==> config.mk <==
export PLATFORM = sky130hd
export DESIGN_NAME = serial_command_frame_parser
export DESIGN_NICKNAME = d
export VERILOG_FILES = /design/src/scf_pkg.sv /design/src/scf_step.sv /design/src/scf_out_q.sv /design/src/serial_command_frame_parser.sv
export VERILOG_INCLUDE_DIRS = /design/src /design/src/src
export SDC_FILE = /design/constraint.sdc
export NUM_CORES = 1
export LEC_CHECK = 0
export BUFFER_PORTS_ARGS = -buffer_cell sky130_fd_sc_hd__buf_2
export CAP_MARGIN = 10
export CORE_MARGIN = 4
export CORE_UTILIZATION = 50
export CTS_CLUSTER_SIZE = 28
export DETAILED_ROUTE_END_ITERATION = 6
export MAX_ROUTING_LAYER = met4
export PLACE_DENSITY_LB_ADDON = 0.08
export SETUP_SLACK_MARGIN = 0.05
export SLEW_MARGIN = 10
export SYNTH_ARGS = -nofsm -noshare
export SYNTH_HDL_FRONTEND = slang
export SYNTH_SLANG_ARGS = --single-unit
==> constraint.sdc <==
create_clock -name clk -period 3.1 [get_ports clk]
set_clock_uncertainty 0.2 [all_clocks]
set_input_delay 0.775 -clock clk [delete_from_list [all_inputs] [get_ports clk]]
set_output_delay 0.775 -clock clk [all_outputs]
set_load 0.02 [all_outputs]
==> src/assert_macros.svh <==
// Assertion macros used by the serial command frame parser top level.
// Depends on nothing; included by files that carry concurrent checks.
`ifndef ASSERT_MACROS_SVH
`define ASSERT_MACROS_SVH

// Same-cycle implication, disabled during reset.
`define SCF_ASSERT_IMP(lbl, ck, rs, ante, cons) \
  lbl: assert property (@(posedge ck) disable iff (rs) (ante) |-> (cons)) \
    else $error("assertion failed");

// Next-cycle implication, disabled during reset.
`define SCF_ASSERT_NXT(lbl, ck, rs, ante, cons) \
  lbl: assert property (@(posedge ck) disable iff (rs) (ante) |=> (cons)) \
    else $error("assertion failed");

`endif

==> src/scf_pkg.sv <==
// Types and constants for the serial command frame parser.
// No dependencies; used by every module of the block.
`timescale 1ns / 1ps

package scf_pkg;

  localparam logic [7:0] HDR0        = 8'h00;
  localparam logic [7:0] CMD_RUN     = 8'h52;
  localparam logic [7:0] CMD_LOAD    = 8'h53;
  localparam logic [7:0] RUN_TAIL    = 8'h55;
  localparam logic [7:0] LOAD_TAIL   = 8'h54;
  localparam logic [7:0] SHORT_COUNT = 8'h01;
  localparam logic [7:0] READY_MARK  = 8'h02;
  localparam logic [6:0] LIMIT_RESET = 7'd30;

  typedef enum logic [6:0] {
    PH_IDLE  = 7'b0000001,
    PH_HDR   = 7'b0000010,
    PH_RUN   = 7'b0000100,
    PH_LOAD  = 7'b0001000,
    PH_COUNT = 7'b0010000,
    PH_FIRST = 7'b0100000,
    PH_DATA  = 7'b1000000
  } phase_t;

  typedef struct packed {
    phase_t     phase;
    logic       run_mode;
    logic [6:0] count_half;
    logic [7:0] remaining;
    logic [7:0] running_sum;
    logic       led_level;
    logic       loaded_level;
  } pstate_t;

  typedef struct packed {
    logic       running;
    logic       download_ok;
    logic       card_loaded;
    logic [6:0] card_count;
    logic       clear_outputs;
    logic       play_start;
    logic       ready_pulse;
    logic       run_start;
  } result_t;

endpackage

==> src/scf_step.sv <==
// Next-state and result logic for one received byte.
// Depends on scf_pkg for the state and result types.
`timescale 1ns / 1ps

module scf_step (
  input  scf_pkg::pstate_t cur,
  input  logic [7:0]       rx_byte,
  input  logic [6:0]       count_limit,
  output scf_pkg::pstate_t nxt,
  output scf_pkg::result_t res
);

  logic       clr;
  logic       play;
  logic       rdy;
  logic       rstart;
  logic [6:0] half;

  assign half = rx_byte[7:1];

  always_comb begin
    nxt    = cur;
    clr    = 1'b0;
    play   = 1'b0;
    rdy    = 1'b0;
    rstart = 1'b0;
    case (cur.phase)
      scf_pkg::PH_IDLE: begin
        if (rx_byte == scf_pkg::HDR0) begin
          nxt.phase = scf_pkg::PH_HDR;
        end else begin
          nxt.phase = scf_pkg::PH_IDLE;
          nxt.run_mode = 1'b0;
          nxt.led_level = 1'b0;
          nxt.loaded_level = 1'b0;
          clr = 1'b1;
        end
      end
      scf_pkg::PH_HDR: begin
        if (rx_byte == scf_pkg::CMD_LOAD) begin
          nxt.phase = scf_pkg::PH_LOAD;
        end else if (rx_byte == scf_pkg::CMD_RUN) begin
          nxt.phase = scf_pkg::PH_RUN;
        end else begin
          nxt.phase = scf_pkg::PH_IDLE;
          nxt.run_mode = 1'b0;
          nxt.led_level = 1'b0;
          nxt.loaded_level = 1'b0;
          clr = 1'b1;
        end
      end
      scf_pkg::PH_RUN: begin
        nxt.phase = scf_pkg::PH_IDLE;
        if (rx_byte == scf_pkg::RUN_TAIL) begin
          nxt.run_mode = ~cur.run_mode;
          rstart = ~cur.run_mode;
          play = ~cur.run_mode;
          nxt.led_level = 1'b0;
        end else begin
          nxt.run_mode = 1'b0;
          nxt.led_level = 1'b0;
          nxt.loaded_level = 1'b0;
          clr = 1'b1;
        end
      end
      scf_pkg::PH_LOAD: begin
        nxt.run_mode = 1'b0;
        nxt.led_level = 1'b0;
        if (rx_byte == scf_pkg::LOAD_TAIL) begin
          nxt.phase = scf_pkg::PH_COUNT;
        end else begin
          nxt.phase = scf_pkg::PH_IDLE;
          nxt.loaded_level = 1'b0;
          clr = 1'b1;
        end
      end
      scf_pkg::PH_COUNT: begin
        nxt.run_mode = 1'b0;
        nxt.led_level = 1'b0;
        nxt.count_half = half;
        nxt.remaining = {half, 1'b0} - 8'd1;
        nxt.running_sum = rx_byte;
        if ((half != 7'd0) && (half < count_limit)) begin
          nxt.phase = scf_pkg::PH_FIRST;
        end else if (rx_byte == scf_pkg::SHORT_COUNT) begin
          nxt.phase = scf_pkg::PH_FIRST;
          clr = 1'b1;
        end else begin
          nxt.phase = scf_pkg::PH_IDLE;
          nxt.loaded_level = 1'b0;
          clr = 1'b1;
        end
      end
      scf_pkg::PH_FIRST: begin
        nxt.run_mode = 1'b0;
        nxt.led_level = 1'b0;
        if (cur.count_half != 7'd0) begin
          nxt.running_sum = cur.running_sum + rx_byte;
        end
        clr = 1'b1;
        nxt.phase = scf_pkg::PH_DATA;
      end
      scf_pkg::PH_DATA: begin
        nxt.run_mode = 1'b0;
        rdy = (cur.remaining == scf_pkg::READY_MARK);
        if (cur.remaining != 8'd0) begin
          nxt.remaining = cur.remaining - 8'd1;
          if (cur.count_half != 7'd0) begin
            nxt.running_sum = cur.running_sum + rx_byte;
          end
        end else begin
          nxt.phase = scf_pkg::PH_IDLE;
          if (rx_byte == cur.running_sum) begin
            nxt.loaded_level = 1'b1;
            nxt.led_level = 1'b1;
            play = 1'b1;
            clr = 1'b1;
          end else begin
            nxt.led_level = 1'b0;
          end
        end
      end
      default: begin
        nxt.phase = scf_pkg::PH_IDLE;
        nxt.run_mode = 1'b0;
        nxt.led_level = 1'b0;
        nxt.loaded_level = 1'b0;
        clr = 1'b1;
      end
    endcase
  end

  always_comb begin
    res.running       = nxt.run_mode;
    res.download_ok   = nxt.led_level;
    res.card_loaded   = nxt.loaded_level;
    res.card_count    = nxt.count_half;
    res.clear_outputs = clr;
    res.play_start    = play;
    res.ready_pulse   = rdy;
    res.run_start     = rstart;
  end

endmodule

==> src/scf_out_q.sv <==
// Two-entry result queue that separates the parser from the output channel.
// Depends on scf_pkg for the result type.
`timescale 1ns / 1ps

module scf_out_q (
  input  logic             clk,
  input  logic             rst,
  input  logic             wr_en,
  input  scf_pkg::result_t wr_data,
  output logic             not_full,
  output logic             rd_valid,
  input  logic             rd_en,
  output scf_pkg::result_t rd_data
);

  scf_pkg::result_t mem [2];
  logic             wr_ptr;
  logic             rd_ptr;
  logic [1:0]       count;

  assign not_full = (count != 2'd2);
  assign rd_valid = (count != 2'd0);
  assign rd_data  = mem[rd_ptr];

  always_ff @(posedge clk) begin
    if (wr_en) begin
      mem[wr_ptr] <= wr_data;
    end
  end

  always_ff @(posedge clk) begin
    if (rst) begin
      wr_ptr <= 1'b0;
      rd_ptr <= 1'b0;
      count  <= 2'd0;
    end else begin
      if (wr_en) begin
        wr_ptr <= ~wr_ptr;
      end
      if (rd_en) begin
        rd_ptr <= ~rd_ptr;
      end
      case ({wr_en, rd_en})
        2'b10:   count <= count + 2'd1;
        2'b01:   count <= count - 2'd1;
        default: count <= count;
      endcase
    end
  end

endmodule

==> src/serial_command_frame_parser.sv <==
// Top level of the serial command frame parser: state registers and queue.
// Depends on scf_pkg, scf_step, scf_out_q and assert_macros.svh.
//
//   Channel  Direction  Handshake            Payload
//   in       input      in_valid/in_ready    rx_byte
//   out      output     out_valid/out_ready  running .. run_start
//   cfg      input      cfg_we               cfg_data (count_limit)
//
// One byte is taken per cycle while in_ready is high; each byte's result is
// registered in the two-entry result queue before it is offered on out.
// Reset is synchronous and needs no clearing pass.
// in_ready drops only while both queue entries wait on out_ready.
`timescale 1ns / 1ps
`include "assert_macros.svh"

module serial_command_frame_parser (
  input  logic       clk,
  input  logic       rst,
  input  logic       in_valid,
  output logic       in_ready,
  input  logic [7:0] rx_byte,
  output logic       out_valid,
  input  logic       out_ready,
  output logic       running,
  output logic       download_ok,
  output logic       card_loaded,
  output logic [6:0] card_count,
  output logic       clear_outputs,
  output logic       play_start,
  output logic       ready_pulse,
  output logic       run_start,
  input  logic       cfg_we,
  input  logic [6:0] cfg_data
);

  scf_pkg::pstate_t state;
  scf_pkg::pstate_t state_next;
  scf_pkg::result_t step_res;
  scf_pkg::result_t q_res;
  logic [6:0]       count_limit;
  logic             in_fire;

  assign in_fire = in_valid && in_ready;

  scf_step u_step (
    .cur         (state),
    .rx_byte     (rx_byte),
    .count_limit (count_limit),
    .nxt         (state_next),
    .res         (step_res)
  );

  always_ff @(posedge clk) begin
    if (rst) begin
      state.phase        <= scf_pkg::PH_IDLE;
      state.run_mode     <= 1'b0;
      state.count_half   <= 7'd0;
      state.remaining    <= 8'd0;
      state.running_sum  <= 8'd0;
      state.led_level    <= 1'b0;
      state.loaded_level <= 1'b0;
    end else if (in_fire) begin
      state <= state_next;
    end
  end

  always_ff @(posedge clk) begin
    if (rst) begin
      count_limit <= scf_pkg::LIMIT_RESET;
    end else if (cfg_we) begin
      count_limit <= cfg_data;
    end
  end

  scf_out_q u_q (
    .clk      (clk),
    .rst      (rst),
    .wr_en    (in_fire),
    .wr_data  (step_res),
    .not_full (in_ready),
    .rd_valid (out_valid),
    .rd_en    (out_valid && out_ready),
    .rd_data  (q_res)
  );

  assign running       = q_res.running;
  assign download_ok   = q_res.download_ok;
  assign card_loaded   = q_res.card_loaded;
  assign card_count    = q_res.card_count;
  assign clear_outputs = q_res.clear_outputs;
  assign play_start    = q_res.play_start;
  assign ready_pulse   = q_res.ready_pulse;
  assign run_start     = q_res.run_start;

  `SCF_ASSERT_IMP(a_play_level, clk, rst, in_fire && step_res.play_start,
                  step_res.running || step_res.download_ok)
  `SCF_ASSERT_IMP(a_ready_quiet, clk, rst, in_fire && step_res.ready_pulse,
                  !step_res.clear_outputs && !step_res.play_start)
  `SCF_ASSERT_NXT(a_first_to_data, clk, rst,
                  in_fire && (state.phase == scf_pkg::PH_FIRST),
                  state.phase == scf_pkg::PH_DATA)
  `SCF_ASSERT_NXT(a_count_hold, clk, rst,
                  !(in_fire && (state.phase == scf_pkg::PH_COUNT)),
                  $stable(state.count_half))

endmodule

Word level (Yosys, flattened, before mapping)
Memory sizes are Yosys's and may differ from the RTL's. A register that Yosys moved wholly into a read port is not among the register bits.
Index checks and enable logic that the tools add are counted.
- flip-flop bits (word level): 44
- latch bits: 0
- RAM bits: 28
- ROM bits: 0
- input port bits: 20
- output and inout bits: 16
- logic and storage cells: 99
- memories: 1
- $add $sub $neg: 5
- multiply operators: 0
- divide/modulo/power cells: 0
- magnitude comparators: 1
- equal/unequal tests: 19
- shift-type cells: 0
- muxes and demuxes: 45
- bitwise operators: 3
- reduce and logical (&&, ||, !) cells: 14
- memory list (name ; depth ; width ; rd ports ; clocked after Yosys merged registers in ; wr ports ; RTL line ; text):
    u_q.mem ; 2 ; 14 ; 1 ; 1 ; 1 ; scf_out_q.sv:16 ; scf_pkg::result_t mem [2];
- operators by type and width (operator ; number):
    case mux 8 bit (7 select lines) ; 1
    equality test 8 x 7 -> 1 bit, second input constant ; 4
    2-to-1 mux 7 bit ; 4
    case mux 8 bit (3 select lines) ; 1
    2-to-1 mux 1 bit ; 23
    2-to-1 mux 16 bit ; 1
    case mux 8 bit (2 select lines) ; 1
    subtractor 8 x 1 -> 8 bit, second input constant ; 2
    nonzero test 7 bit ; 2
    2-to-1 mux 2 bit ; 5
    adder 8 bit ; 1
    equality test 8 x 1 -> 1 bit, second input constant ; 1
    equality test 8 x 2 -> 1 bit, second input constant ; 1
    equality test 8 bit ; 1
    logical NOT 8 bit ; 1
    2-to-1 mux 8 bit ; 1
    nonzero test 8 bit ; 1
    equality test 7 x 1 -> 1 bit, second input constant ; 1
    equality test 7 x 2 -> 1 bit, second input constant ; 1
    equality test 7 x 3 -> 1 bit, second input constant ; 1
    equality test 7 x 4 -> 1 bit, second input constant ; 1
    equality test 7 x 5 -> 1 bit, second input constant ; 1
    equality test 7 x 6 -> 1 bit, second input constant ; 1
    equality test 7 bit, second input constant ; 1
    other kinds (21) ; 29

Logic depth before layout (Yosys ltp)
Gate-level depths: netlist of the first run.
- word-level depth: 4
- depth in mapped cells: 9
- gate-level depth less buffers: 9

Modules after synthesis
A second synthesis of the first run with hierarchy kept.
- cell total of the unflattened synthesis: 480
- area, all modules: 4606.9 um^2
- modules (own cells, without submodules) (module ; instances ; cells an instance ; area an instance (um^2) ; seq. area each (um^2)):
    serial_command_frame_parser ; 1 ; 175 ; 1701.6 ; 800.8
    scf_step ; 1 ; 240 ; 1696.6 ; 0.0
    scf_out_q ; 1 ; 65 ; 1208.7 ; 940.9

Worst setup path after synthesis of the first run
OpenSTA, ideal clock, no wires.
- path type: input-to-reg
- start: in rx_byte[5]
- end: mem u_q.mem[0][3] (netlist name) (data pin)
- library setup time: 0.277 ns
- arrival: 2.178 ns
- required time: 2.623 ns
- setup slack: 0.445 ns
- stages: 7
- buffers on the path: 0
- cell sequence: ha_1 > a21o_1 > a21o_1 > a221oi_1 > a21oi_1 > nor4b_1 > o21ai_0
- word-level cells in the longest chain between the ends: 4
- elaborated cells between the ends (all ways): 18
- classes of those cells: order compare: 1; eq/ne: 5; mux: 9; reduce/logical: 3
- RTL lines (element ; RTL line ; text):
    start: declaration ; serial_command_frame_parser.sv:21 ; input logic [7:0] rx_byte,
    less-than comparator 7 bit, or another cell as far along ; scf_step.sv:83 ; if ((half != 7'd0) && (half < count_limit)) begin
    logical AND 1 bit, or another cell as far along ; scf_step.sv:83 ;
    2-to-1 mux 1 bit, on equally long branches ; scf_step.sv:83, scf_step.sv:40, scf_step.sv:106 ;
    case mux 1 bit (6 select lines) * ; scf_step.sv:27 ; case (cur.phase)
    via u_step.clr ; scf_step.sv:13 ; logic clr;
    end: declaration ; scf_out_q.sv:16 ;
Mark *: on every way through the listed nets, which the timed path passes. The rest lies on a longest branch.

Worst setup path in the final report of the first run
- start: in rx_byte[5]
- end: mem u_q.mem[1][3] (netlist name) (data pin)
Same word-level chain as after synthesis.

==> impl_results.md, run 1 <==
* Cell variety after synth at 66
* Status: finished clean
* Die ar. at 0.00981 mm2
* Die X at 99.0 um
* Flop2flop setup slack at 0.58 ns
* Die H at 99.0 um
* DR iter-0 viols at 325
* Hold Path Class: reg2reg
* Sink Count at 73
* Grt ovf at 0
* Root buffer selected by CTS: clkbuf_8
* Max Cap Viol at 0
* Core Util, Final at 58.2%
* Slew Limit Headroom at 55.3%
* Slew Limit Fails at 0
* Vias per cell at 5.71
* PwrDens at 545 mW/mm2
* Nets at 522
* Syn nets at 495
* Final ANT Viol Nets at 0
* Yosys warnings at 0
* Worst-path maximum fanout at 2
* Cell area after synthesis at 0.00414 mm2
* Cts hold-fix bufs at 0
* Final worst setup slack at 0.399 ns
* Post-route minimum period at 2.70 ns
* Initial antenna violation count at 0
* Final Hold Viols at 0
* # IOs at 36
* Area delta synth->final at 10.7%
* Share of the synthesized area in the top cell type at 21.7%
* Syn_area_per_cell at 9.11 um2
* Lkg Pwr at 1.84 nW
* Postcts setup bufs at 0
* RePlAce Congestion at 0.904
* Post-CTS resize count at 0
* Number of global-route vias before repair at 3,288
* Via count at 3,365
* Hpwl dp at 6690 um
* Global-route wire length before repair at 15,900 um
* Clk Latency, worst-skew pair at 0.35 ns
* Total GRT Usage at 20.4%
* TritonCTS Buffers at 9
* Post-synth EDFFs at 28
* Clock-pin transition on the worst setup and hold timing paths at 0.08 ns
* Sequential area share after synthesis at 42.0%
* Synth area leader: dfxtp_1
* Layout cells sized above 1 at 17.9%
* Worst setup SP type: primary input
* Yosys reg bits at 73
* DR pass1 iterations at 5
* DR DRC count at 0
* Setup crit end kind: flop
* Top FF cell, synth: dfxtp_1
* Worst EP required at 2.97 ns
* Setup TNS at 0 ns
* Worst Tran Pin Value at 0.671 ns
* Initial Utilization at 52.5%
* Synth top area cells: dfxtp_1, edfxtp_1, ha_1, nand2_1, nor2_1
* Fillers at 711
* Ant diodes at 0
* Fin crit share at 87.1%
* Port bufs at 35
* Largest net degree at the start of global routing at 23
* Num rows at 32
* Wire per inst at 15.8 um
* TritonCTS clock tree: yes
* Worst vdd ir at 0.212 mV
* Wirelength, routed at 9290 um
* # H-tree levels at 3
* Core area at 0.00789 mm2
* RSZ-0062 raised after global routing: false
* Ys async rst share at 0%
* Final setup vio count at 0
* Max Fclk at 370 MHz
* Crit Path Category: in2reg
* Maximum root-to-sink buffer count at 2
* Post-Syn Instances at 455
* Setup WS pre-CTS at 0.111 ns
* CP Data Arrival Time at 2.57 ns
logic make-up after synthesis:
family	share of synthesized area (%)
AO/OA/AOI/OAI	16.0
XOR/XNOR	3.17
adder cells (fa/ha/maj)	6.22
buffers and inverters	4.56
flip-flops	42.0
multiplexers	5.01
AND/OR/NAND/NOR	23.0
report_power, final:
part           internal, mW  switching [mW]  leakage [nW]
clock                 0.420           0.391         0.102
sequential             1.09          0.0547         0.632
combinational         0.226           0.319          1.11
total                  1.74           0.765          1.84
cell type report:
class	instances	area (um2)	area share (%)
flip-flops and latches	73	1740	38.0
well taps	102	128	2.78
inverters	17	63.8	1.39
clock buffers	11	151	3.30
multi-input cells	339	2210	48.2
repair buffers	42	228	4.96
clock inverters	5	62.6	1.36
cell usage in the layout (no fill, tap or decap), drive strengths merged, types with 4 or more instances in the layout:
| cell type | count |
|---|---|
| inv | 18 |
| ha | 19 |
| and3 | 4 |
| nand2 | 52 |
| a211oi | 7 |
| clkbuf | 11 |
| edfxtp | 28 |
| nand2b | 4 |
| nor3 | 19 |
| dfxtp | 45 |
| xnor2 | 9 |
| nand3 | 16 |
| o21a | 4 |
| o211ai | 11 |
| and2 | 4 |
| a21o | 9 |
| xor2 | 6 |
| a21oi | 28 |
| nand3b | 4 |
| o21ai | 21 |
| a22oi | 4 |
| buf | 42 |
| mux2 | 14 |
| mux2i | 5 |
| nor4 | 7 |
| nor2 | 53 |
cell usage after synthesis, types with 2 or more instances:
cell type,number
o21a_1,4
buf_2,7
nor2b_1,3
or3_1,2
a221oi_1,2
a21oi_1,28
xnor2_1,9
ha_1,19
nor2_1,52
o211ai_1,11
o211a_1,3
nor3b_1,3
o21ai_0,19
nand2b_1,4
nor3_1,17
a21o_1,9
o22ai_1,2
o31a_1,2
nand4_1,2
and3_1,4
and2_1,3
dfxtp_1,45
mux2_2,14
clkbuf_1,15
nand2_1,52
nor3_4,2
nor4_1,6
mux2i_1,5
inv_1,16
a211oi_1,7
nand3b_1,3
xor2_1,6
buf_6,2
edfxtp_1,28
nand3_1,15
a22oi_1,4
layer usage:
metal  part of all wire, %  wire, um  global-route usage [%]  up-vias
met3                   5.1       472                    3.40       10
met5                     0         0                       -        -
li1                      -         -                       -     1693
met4                  0.88        82                    5.46        0
met2                    46      4260                    31.8      100
met1                    48      4480                    27.5     1562
worst max-delay path: stages:
cell      delay [ns]
buf_2           0.11
ha_1            0.30
a21o_1          0.16
a21o_1          0.19
a221oi_1        0.37
a21oi_1         0.14
nor4b_1         0.32
o21ai_0         0.20
stage by stage:
stage	hold slack (ns)	cells	area, um2	total power [mW]
2_1_floorplan	0.249	455	4140	1.55
3_3_place_gp	0.261	573	4370	1.71
3_5_place_dp	0.261	573	4370	1.72
4_1_cts	0.273	589	4590	2.52
5_1_grt	0.299	589	4590	2.63
6_report	0.279	589	4590	2.50
path summary, 6_finish.rpt:
path	startpoint	end	cells after the start
hold / removal	state[21]	state[21]	2
setup / recovery	rx_byte[5]	u_q.mem[1][3]	8
hold reg to reg	state[21]	state[21]	2
setup reg to reg	count_limit[4]	u_q.mem[1][3]	8
registers in the layout (all words and copies together) (netlist names), named ones only:
register     cells
count_limit      7
state           33
u_q.count        2
u_q.mem         28
u_q.rd_ptr       1
u_q.wr_ptr       1
(Power assumes the default switching activity.)
==> run 2: changes to the inputs <==
BUFFER_PORTS_ARGS = -buffer_cell sky130_fd_sc_hd__buf_4   (was -buffer_cell sky130_fd_sc_hd__buf_2)
CTS_CLUSTER_SIZE = unset   (was 28)
==> impl_results.md, run 2 (synthesized netlist as in run 1, its figures left out) <==
* Design Area, Final at 0.00472 mm2
* Crit Path Category: in2reg
* Most frequent cells in the layout: nor2_1, nand2_1, dfxtp_1, buf_4
* Largest Register: state
* TritonCTS clock tree: yes
* Worst EP required at 2.96 ns
* Wirelength, routed at 9280 um
* Max Cap Viol at 0
* Top cell by count, worst path: a21o_1
* Worst setup SP type: primary input
* Wire per inst at 15.8 um
* PwrDens at 583 mW/mm2
* Postcts setup bufs at 0
* Worst Tran Pin Value at 0.650 ns
* DR iter-0 viols at 161
* Final setup vio count at 0
* Root buffer selected by CTS: clkbuf_8
* TritonCTS Buffers at 9
* # IOs at 36
* Area delta synth->final at 13.9%
* Slew Limit Fails at 0
* Layout cells sized above 1 at 17.5%
* Final ANT Viol Nets at 0
* Worst vdd ir at 0.218 mV
* Hpwl dp at 6650 um
* Die ar. at 0.00981 mm2
* Post-route minimum period at 2.73 ns
* Finished Layout Cells at 588
* Sink Count at 73
* Multi-input logic area at 0.00221 mm2
* Critical path launch point: rx_byte[5]
* Register Area at 0.00174 mm2
* Worst-path maximum fanout at 2
* Die X at 99.0 um
* Flop2flop setup slack at 0.56 ns
* Maximum root-to-sink buffer count at 2
* Num rows at 32
* Post-CTS resize count at 0
* Slew Limit Headroom at 56.6%
* Largest register FFs at 33
* Placed Area at 0.00445 mm2
* Clk Latency, worst-skew pair at 0.35 ns
* DR pass1 iterations at 4
* Top Registers: state: 33 flops, u_q.mem: 28 flops, count_limit: 7 flops
* Max Fclk at 366 MHz
* DR DRC count at 0
* Grt ovf at 0
* Lkg Pwr at 1.89 nW
* Reg-to-Reg Start: count_limit[4]
* CP peak stage delay at 0.38 ns
* Final Hold Viols at 0
* RePlAce Congestion at 0.914
* RSZ-0062 raised after global routing: false
* Largest net degree at the start of global routing at 40
* Final hold slack at 0.280 ns
* Core area at 0.00789 mm2
* CP cell instances: buf_4 > ha_1 > a21o_1 > a21o_1 > a221oi_1 > a21oi_1 > nor4b_1 > o21ai_0
* Ant diodes at 0
* Hold Path Class: reg2reg
* Cells after DPL at 572
* Via count at 3,359
* Setup crit end kind: flop
* Die H at 99.0 um
* Initial Utilization at 52.5%
* Fin crit share at 88.2%
* Cts hold-fix bufs at 0
* Nets at 521
* # H-tree levels at 3
* CP Data Arrival Time at 2.60 ns
* Clock-pin transition on the worst setup and hold timing paths at 0.08 ns
* Critical path's slowest cell: nor4b_1
* Number of global-route vias before repair at 3,177
* Total GRT Usage at 20.1%
* Worst hold start: state[13]
* Port bufs at 35
* Initial antenna violation count at 0
* Global-route wire length before repair at 15,500 um
* Status: finished clean
* Fillers at 705
* Vias per cell at 5.71
* Setup TNS at 0 ns
[run 2: cell count changes in the layout (fill, tap and decap cells not counted), sizes merged]
cell / delta
clkbuf: -1
inv: +1
bufinv: +3
clkinv: -1
clkinvlp: -2
buf: -1
[run 2: layout make-up]
| cell class | count | share of cell area, % |
|---|---|---|
| Multi-Input combinational cell | 339 | 46.9 |
| Sequential cell | 73 | 36.9 |
| Timing Repair Buffer | 41 | 6.52 |
| Clock inverter | 6 | 2.92 |
| Clock buffer | 10 | 2.70 |
| Tap cell | 102 | 2.70 |
| Inverter | 17 | 1.35 |
[run 2: report_power, final]
| part | switching (mW) | internal [mW] | total, mW |
|---|---|---|---|
| combinational | 0.325 | 0.275 | 0.600 |
| clock | 0.381 | 0.623 | 1.00 |
| sequential | 0.0569 | 1.09 | 1.15 |
| total | 0.763 | 1.99 | 2.75 |
[run 2: final timing paths]
| path | endpoint | depth (start not counted) |
|---|---|---|
| setup / recovery | u_q.mem[1][3] | 8 |
| hold / removal | state[13] | 2 |
| setup reg to reg | u_q.mem[1][3] | 8 |
| hold reg to reg | state[13] | 2 |
[run 2: worst max-delay path: cells and delay by family]
kind / cells / cell delay (ns)
AO/OA/AOI/OAI: 5 / 1.03
buffers and inverters: 1 / 0.12
AND/OR/NAND/NOR: 1 / 0.38
adder cells (fa/ha/maj): 1 / 0.30
[run 2: per-layer routing]
metal / share of wire, % / global-route usage [%]
met2: 48 / 31.9
met4: 1.2 / 6.09
met1: 46 / 26.2
met3: 5.3 / 3.68
met5: 0 / -
[run 2: per-stage QoR]
stage | setup WS, ns | power (mW) | utilization [%]
6_report | 0.367 | 2.75 | 59.8
5_1_grt | 0.255 | 2.87 | 59.8
4_1_cts | 0.409 | 2.78 | 59.8
3_5_place_dp | 0.0454 | 1.78 | 56.5
3_3_place_gp | 0.113 | 1.76 | 56.5
2_1_floorplan | 0.445 | 1.55 | -
